<file path="src/rtl/tbf_pkg.sv">
// Shared types, kernel weights and constant-division helpers for the 3x3 blur filter.
`default_nettype none
package tbf_pkg;

  localparam int TAPS = 9;
  localparam logic [7:0] BORDER_VALUE = 8'd255;

  localparam logic [1:0] REG_WIDTH  = 2'd0;
  localparam logic [1:0] REG_HEIGHT = 2'd1;

  localparam logic [2:0] GAUSS_W [TAPS] = '{3'd1, 3'd2, 3'd1, 3'd2, 3'd4, 3'd2, 3'd1, 3'd2, 3'd1};
  localparam logic [2:0] WEIGHT_W [TAPS] = '{3'd2, 3'd3, 3'd2, 3'd3, 3'd5, 3'd3, 3'd2, 3'd3, 3'd2};

  typedef struct packed {
    logic valid;
    logic full;
  } tbf_ctl_t;

  // floor(t / 9) for 8-bit t: t * 57 >> 9
  function automatic logic [4:0] div9(input logic [7:0] t);
    logic [13:0] p;
    p = 14'(t) * 14'd57;
    return p[13:9];
  endfunction

  // floor(x / 25) for x <= 1275: x * 1311 >> 15
  function automatic logic [5:0] div25(input logic [10:0] x);
    logic [21:0] p;
    p = 22'(x) * 22'd1311;
    return p[20:15];
  endfunction

endpackage
`default_nettype wire

</file>
<file path="src/rtl/tbf_kernel.sv">
// Two-stage kernel: per-tap weighted terms, then the three sums with border substitution.
`default_nettype none
module tbf_kernel
  import tbf_pkg::*;
(
  input  wire logic       clk,
  input  wire logic       rst,
  input  wire logic       en,
  input  wire tbf_ctl_t   in_ctl,
  input  wire logic [7:0] taps [TAPS],
  output tbf_ctl_t        out_ctl,
  output logic [7:0]      box_value,
  output logic [7:0]      gauss_value,
  output logic [7:0]      weighted_value
);

  tbf_ctl_t   term_ctl;
  logic [4:0] box_term   [TAPS];
  logic [5:0] gauss_term [TAPS];
  logic [5:0] wt_term    [TAPS];
  logic [7:0] box_sum;
  logic [7:0] gauss_sum;
  logic [7:0] wt_sum;

  always_ff @(posedge clk) begin
    if (rst) begin
      term_ctl <= '0;
    end else if (en) begin
      term_ctl <= in_ctl;
    end
  end

  always_ff @(posedge clk) begin
    if (en) begin
      for (int k = 0; k < TAPS; k++) begin
        logic [10:0] gp;
        logic [10:0] wp;
        gp = 11'(taps[k]) * 11'(GAUSS_W[k]);
        wp = 11'(taps[k]) * 11'(WEIGHT_W[k]);
        box_term[k]   <= div9(taps[k]);
        gauss_term[k] <= gp[9:4];
        wt_term[k]    <= div25(wp);
      end
    end
  end

  always_comb begin
    box_sum   = '0;
    gauss_sum = '0;
    wt_sum    = '0;
    for (int k = 0; k < TAPS; k++) begin
      box_sum   = box_sum + 8'(box_term[k]);
      gauss_sum = gauss_sum + 8'(gauss_term[k]);
      wt_sum    = wt_sum + 8'(wt_term[k]);
    end
  end

  always_ff @(posedge clk) begin
    if (rst) begin
      out_ctl <= '0;
    end else if (en) begin
      out_ctl <= term_ctl;
    end
  end

  always_ff @(posedge clk) begin
    if (en) begin
      box_value      <= term_ctl.full ? box_sum   : BORDER_VALUE;
      gauss_value    <= term_ctl.full ? gauss_sum : BORDER_VALUE;
      weighted_value <= term_ctl.full ? wt_sum    : BORDER_VALUE;
    end
  end

endmodule
`default_nettype wire

</file>
<file path="config.mk">
export PLATFORM = sky130hd
export DESIGN_NAME = tbf_kernel
export DESIGN_NICKNAME = d
export VERILOG_FILES = /design/src/rtl/tbf_pkg.sv /design/src/rtl/tbf_kernel.sv
export SDC_FILE = /design/constraint.sdc
export NUM_CORES = 1
export LEC_CHECK = 0
export BUFFER_PORTS_ARGS = -buffer_cell sky130_fd_sc_hd__buf_2
export CAP_MARGIN = 20
export CORE_ASPECT_RATIO = 1.2
export CORE_UTILIZATION = 30
export CTS_CLUSTER_DIAMETER = 150
export DETAILED_ROUTE_END_ITERATION = 7
export PLACE_DENSITY = 0.51
export SLEW_MARGIN = 25
export SYNTH_ARGS = -nofsm -noshare
export SYNTH_HDL_FRONTEND = slang
export SYNTH_SLANG_ARGS = --single-unit
</file>
<file path="constraint.sdc">
create_clock -name clk -period 15.6 [get_ports clk]
set_clock_uncertainty 0.15 [all_clocks]
set_input_delay 3.12 -clock clk [delete_from_list [all_inputs] [get_ports clk]]
set_output_delay 3.12 -clock clk [all_outputs]
set_load 0.01 [all_outputs]
</file>
==> results.cfg, run 1 <==
[outcome]
status = finished, final reports clean

[setup_path]
critical_path_arrival_ns = 9.57
cp.depth = 26
r2r-start = box_term[0][3]
reg2reg_depth = 11
slowest_delay_ns = 0.63
cp_slowest_cell = fa_1
worst-path-buf-inv = 4
crit_path_max_fanout = 10
crit_type = in2reg
cp-startpoint = taps[56]
crit_top_cell = fa_1
crit_path_start_kind = input port
worstPathRequired_ns = 15.66
end_kind = register
path_delay_family = adder cells

[cts]
post-cts-setup-buffer-count = 0
cts-root-buf = clkbuf_16
path_clk_slew_ns = 0.08
clock_path_buffers = 2
cts_tree = built
htreeDepth = 4
clock-sinks = 165
clock_latency_ns = 0.45
postCtsResizedCells = 0
numCtsBuffers = 17
hold_buffers = 0

[logic_synthesis]
synthCells = 2641
yosysUniqueCellTypes = 64
synthFlopType = edfxtp_1
ys_seq_area_share_pct = 16.5
synth.avg_cell_area_um2 = 11.3
syn_nets = 3923
synth_warnings = 0
ys_seq_elements = 165
async_reset_ff_share_pct = 0
syn-cell-area_um2 = 29700
synth-edff-count = 161

[routing]
wire_per_inst_um = 14.9
drc = 0
final_antenna_net_count = 0
wirelength_um = 60600
dr.pass1.iters = 5
viasPerCell = 4.51
drtIter0Drc = 567
via_count = 18300

[final_layout]
final_cells = 4055
nets = 4043
drive_above_1_share_pct = 6.38
mostFrequentLayoutCell = ha_1
final_cell_mix = ha_1 (831), inv_1 (502), fa_1 (374)
syn_to_final_growth_pct = 9.17

[floorplan]
core_area_um2 = 98200
die_area_um2 = 100000
floorplan.initialDensity_pct = 30.3
dieWidth_um = 289
die_h_um = 347
placementRows = 126
pin_count = 103

[grt]
grt_pass1_vias = 19100
grt_first_pass_wirelength_um = 99500
gr-total-overflow = 0
antenna_found_initial = 9
grt_max_degree = 96
grt_usage_pct = 12.7

[placed_design]
dp_hpwl_um = 54000
place_inst = 4022
place_congestion = 0.793
portBuffers = 102

[min_path]
hold_depth = 2
hp-class = reg2reg
hp-start = out_ctl[1]

[sta]
slew_headroom_pct = 35.8
period_minus_slack_ns = 9.51
final-setup-viol-count = 0
hold_viol = 0
fin_tns_setup_ns = 0
timing.final.max_slew_violations = 0
fin_crit_sh_pct = 61.0
tightest_slew_ns = 0.963
fmaxAchievable_mhz = 105
rsz0062_at_grt = false

[flow_run]
drv_cap = 0
==> metal layers <==
| metal | vias up | part of all wire (%) | track usage [%] | wire length, um |
|---|---|---|---|---|
| met5 | - | 0.13 | 0 | 80 |
| met4 | 12 | 0.96 | 1.68 | 579 |
| met3 | 39 | 3.4 | 2.31 | 2070 |
| met2 | 162 | 48 | 21.6 | 29200 |
| met1 | 8880 | 47 | 16.9 | 28700 |
| li1 | 9175 | - | - | - |
==> cells in the mapped netlist, types with 5 or more instances <==
library cell / instances / share of area, %
ha_1: 831 / 35
inv_1: 502 / 6.3
fa_1: 374 / 25
edfxtp_1: 161 / 16
xnor2_1: 89 / 2.6
a21oi_1: 88 / 1.5
nor2_1: 81 / 1.0
xor2_1: 73 / 2.2
nand2_1: 58 / 0.73
o21ai_0: 45 / 0.76
a21o_1: 44 / 1.1
nor3_1: 31 / 0.52
nand2b_1: 22 / 0.46
o21a_1: 18 / 0.45
o21bai_1: 18 / 0.45
or2_2: 18 / 0.38
a211oi_1: 16 / 0.40
nor2b_1: 14 / 0.29
and2_1: 13 / 0.27
and3_1: 13 / 0.27
nand4_1: 11 / 0.23
o211ai_1: 11 / 0.28
o31ai_1: 11 / 0.28
a31o_2: 9 / 0.27
or3_1: 8 / 0.17
a31oi_1: 7 / 0.15
nand3_1: 7 / 0.12
mux2i_1: 5 / 0.17
o2111ai_1: 5 / 0.15
==> state kept, by name (all words and copies together), names as in the netlist <==
name,flops
weighted_value,8
box_term,45
gauss_value,8
gauss_term,42
term_ctl,2
out_ctl,2
wt_term,50
box_value,8
==> tightest hold or removal path, stage by stage (launching register included) <==
cell and delay (ns):
dfxtp_1 0.33, mux2i_1 0.06, nor2_1 0.07
==> path summary, 6_finish.rpt <==
check	to	slack, ns
worst min register to register	out_ctl[1]	0.34
worst min-delay path	out_ctl[1]	0.34
worst max register to register	box_value[7]	11.16
worst max-delay path	wt_term[0][9]	6.09
==> through the flow <==
stage | util [%] | setup slack [ns] | hold slack [ns] | cell area (um2)
6_report | 33.0 | 6.09 | 0.343 | 32400
5_1_grt | 33.0 | 5.52 | 0.378 | 32400
4_1_cts | 33.0 | 6.03 | 0.353 | 32400
3_5_place_dp | 32.4 | 5.55 | 0.334 | 31800
3_3_place_gp | 32.4 | 5.70 | 0.326 | 31800
2_1_floorplan | - | 6.41 | 0.310 | 29700
==> kinds of logic (layout without fill, tap and decap cells) <==
kind of cell | count (synthesis) | count (layout) | synth area share (%)
AOI/OAI and AO/OA | 302 | 302 | 6.86
xor gates and xnor gates | 162 | 162 | 4.77
adders and majority gates | 1208 | 1208 | 60.3
buffers and inverters | 505 | 638 | 6.38
DFF | 165 | 165 | 16.5
muxes | 6 | 6 | 0.206
other | 0 | 1 | 0
and+or+nand+nor | 293 | 293 | 4.95
==> area by class of cell <==
class | instances | area (um2)
diodes | 1 | 2.50
clock buffers | 17 | 425
clock inverters | 15 | 174
fillers | 9949 | 65800
inverters | 502 | 1880
multi-input cells | 1971 | 22900
flip-flops and latches | 165 | 4910
well taps | 1280 | 1600
repair buffers | 104 | 532
Power of run 1 is left out: the tool's default activity adds up to more than one toggle a clock period on the data nets, which glitch-free logic cannot reach.
==> run 2: changes to the inputs <==
==> constraint.sdc (replaced) <==
create_clock -name clk -period 9.2 [get_ports clk]
set_clock_uncertainty 0.15 [all_clocks]
set_input_delay 1.84 -clock clk [delete_from_list [all_inputs] [get_ports clk]]
set_output_delay 1.84 -clock clk [all_outputs]
set_load 0.01 [all_outputs]
==> run 2 against run 1 <==
  * Clock-buffer cell count rose by 2
  * Non-clock buffer count rose by 4
  * Die area unchanged
  * Register-to-register slack got worse by 6.4 ns
==> results.cfg, run 2 (synthesis gave the netlist of run 1 again) <==
[grt]
grt_pass1_vias = 19100
antenna_found_initial = 9
gr-total-overflow = 0
grt_first_pass_wirelength_um = 100000
grt_max_degree = 96
grt_usage_pct = 12.7

[sta]
rsz0062_at_grt = false
timing.final.max_slew_violations = 0
whs_ns = 0.344
final-setup-viol-count = 0
fin_tns_setup_ns = 0
slew_headroom_pct = 35.7
fin_crit_sh_pct = 89.2
period_minus_slack_ns = 8.21
tightest_slew_ns = 0.964
hold_viol = 0
fmaxAchievable_mhz = 122

[floorplan]
die_area_um2 = 100000
core_area_um2 = 98200
dieWidth_um = 289
die_h_um = 347
floorplan.initialDensity_pct = 30.3
placementRows = 126
pin_count = 103

[cts]
post-cts-setup-buffer-count = 0
htreeDepth = 4
clock_path_buffers = 2
cts-root-buf = clkbuf_16
postCtsResizedCells = 0
path_clk_slew_ns = 0.08
cts_tree = built
hold_buffers = 0
clock-sinks = 165
clock_latency_ns = 0.45
numCtsBuffers = 17

[setup_path]
slowest_delay_ns = 0.63
r2r-start = box_term[0][3]
worstPathRequired_ns = 9.26
crit_path_max_fanout = 10
end_kind = register
cp-startpoint = taps[56]
worst-path-buf-inv = 4
crit_path_start_kind = input port
crit_top_cell = fa_1
critical_path_arrival_ns = 8.27
path_delay_family = adder cells
crit_type = in2reg
cp_slowest_cell = fa_1

[min_path]
hp-start = out_ctl[1]
hp-class = reg2reg

[final_layout]
final_area_um2 = 32400
final_cell_mix = ha_1 (831), inv_1 (502), fa_1 (374)
syn_to_final_growth_pct = 9.17
largest_reg_flops = 50
mostFrequentLayoutCell = ha_1
nets = 4047
drive_above_1_share_pct = 6.48
final_cells = 4058
antenna_cells = 0
regMostFlops = wt_term
fillers = 9988
reg_top3 = wt_term x50, box_term x45, gauss_term x42

[routing]
final_antenna_net_count = 0
drtIter0Drc = 592
viasPerCell = 4.48
via_count = 18200
wire_per_inst_um = 14.9
wirelength_um = 60600
dr.pass1.iters = 5
drc = 0

[placed_design]
dp_hpwl_um = 54000
place_congestion = 0.792
dpl_cell_area_um2 = 31900
portBuffers = 102
place_inst = 4026

[flow_run]
drv_cap = 0

[outcome]
status = finished, final reports clean
-- run 2: routing by layer --
metal | GRT usage [%] | vias up | part of all wire (%)
met2 | 21.8 | 146 | 49
li1 | - | 9180 | -
met4 | 1.25 | 14 | 0.64
met3 | 2.10 | 39 | 3.2
met5 | 0 | - | 0.13
met1 | 17.1 | 8797 | 47
-- run 2: per-stage QoR --
| step | worst slack (ns) | util [%] |
|---|---|---|
| finish | 0.990 | 33.0 |
| global route | 0.427 | 33.0 |
| CTS | 0.929 | 33.0 |
| detailed placement | 0.459 | 32.4 |
| global placement | 0.589 | 32.4 |
| floorplan | 1.29 | - |
-- run 2: worst paths after layout --
kind / depth (start not counted) / slack (ns) / end
max: 26 / 0.99 / wt_term[0][10]
min: 2 / 0.34 / out_ctl[1]
max reg2reg: 11 / 4.72 / box_value[7]
min reg2reg: 2 / 0.34 / out_ctl[1]
-- run 2: worst min-delay path: cells and delay by family, from the launching register on --
family / cells / cell delay (ns)
flip-flops: 1 / 0.33
AND/OR/NAND/NOR: 1 / 0.07
multiplexers: 1 / 0.06
-- run 2: area by class of cell --
class                      instances  area (um2)  area share (%)
inverter                         502        1880            5.81
sequential                       165        4910            15.1
clock buffer                      19         443            1.37
tap                             1280        1600            4.94
multi-input combinational       1971       22900            70.6
clock inverter                    13         130           0.401
timing repair buffer             108         562            1.73
Power of run 2 is left out for the same reason.
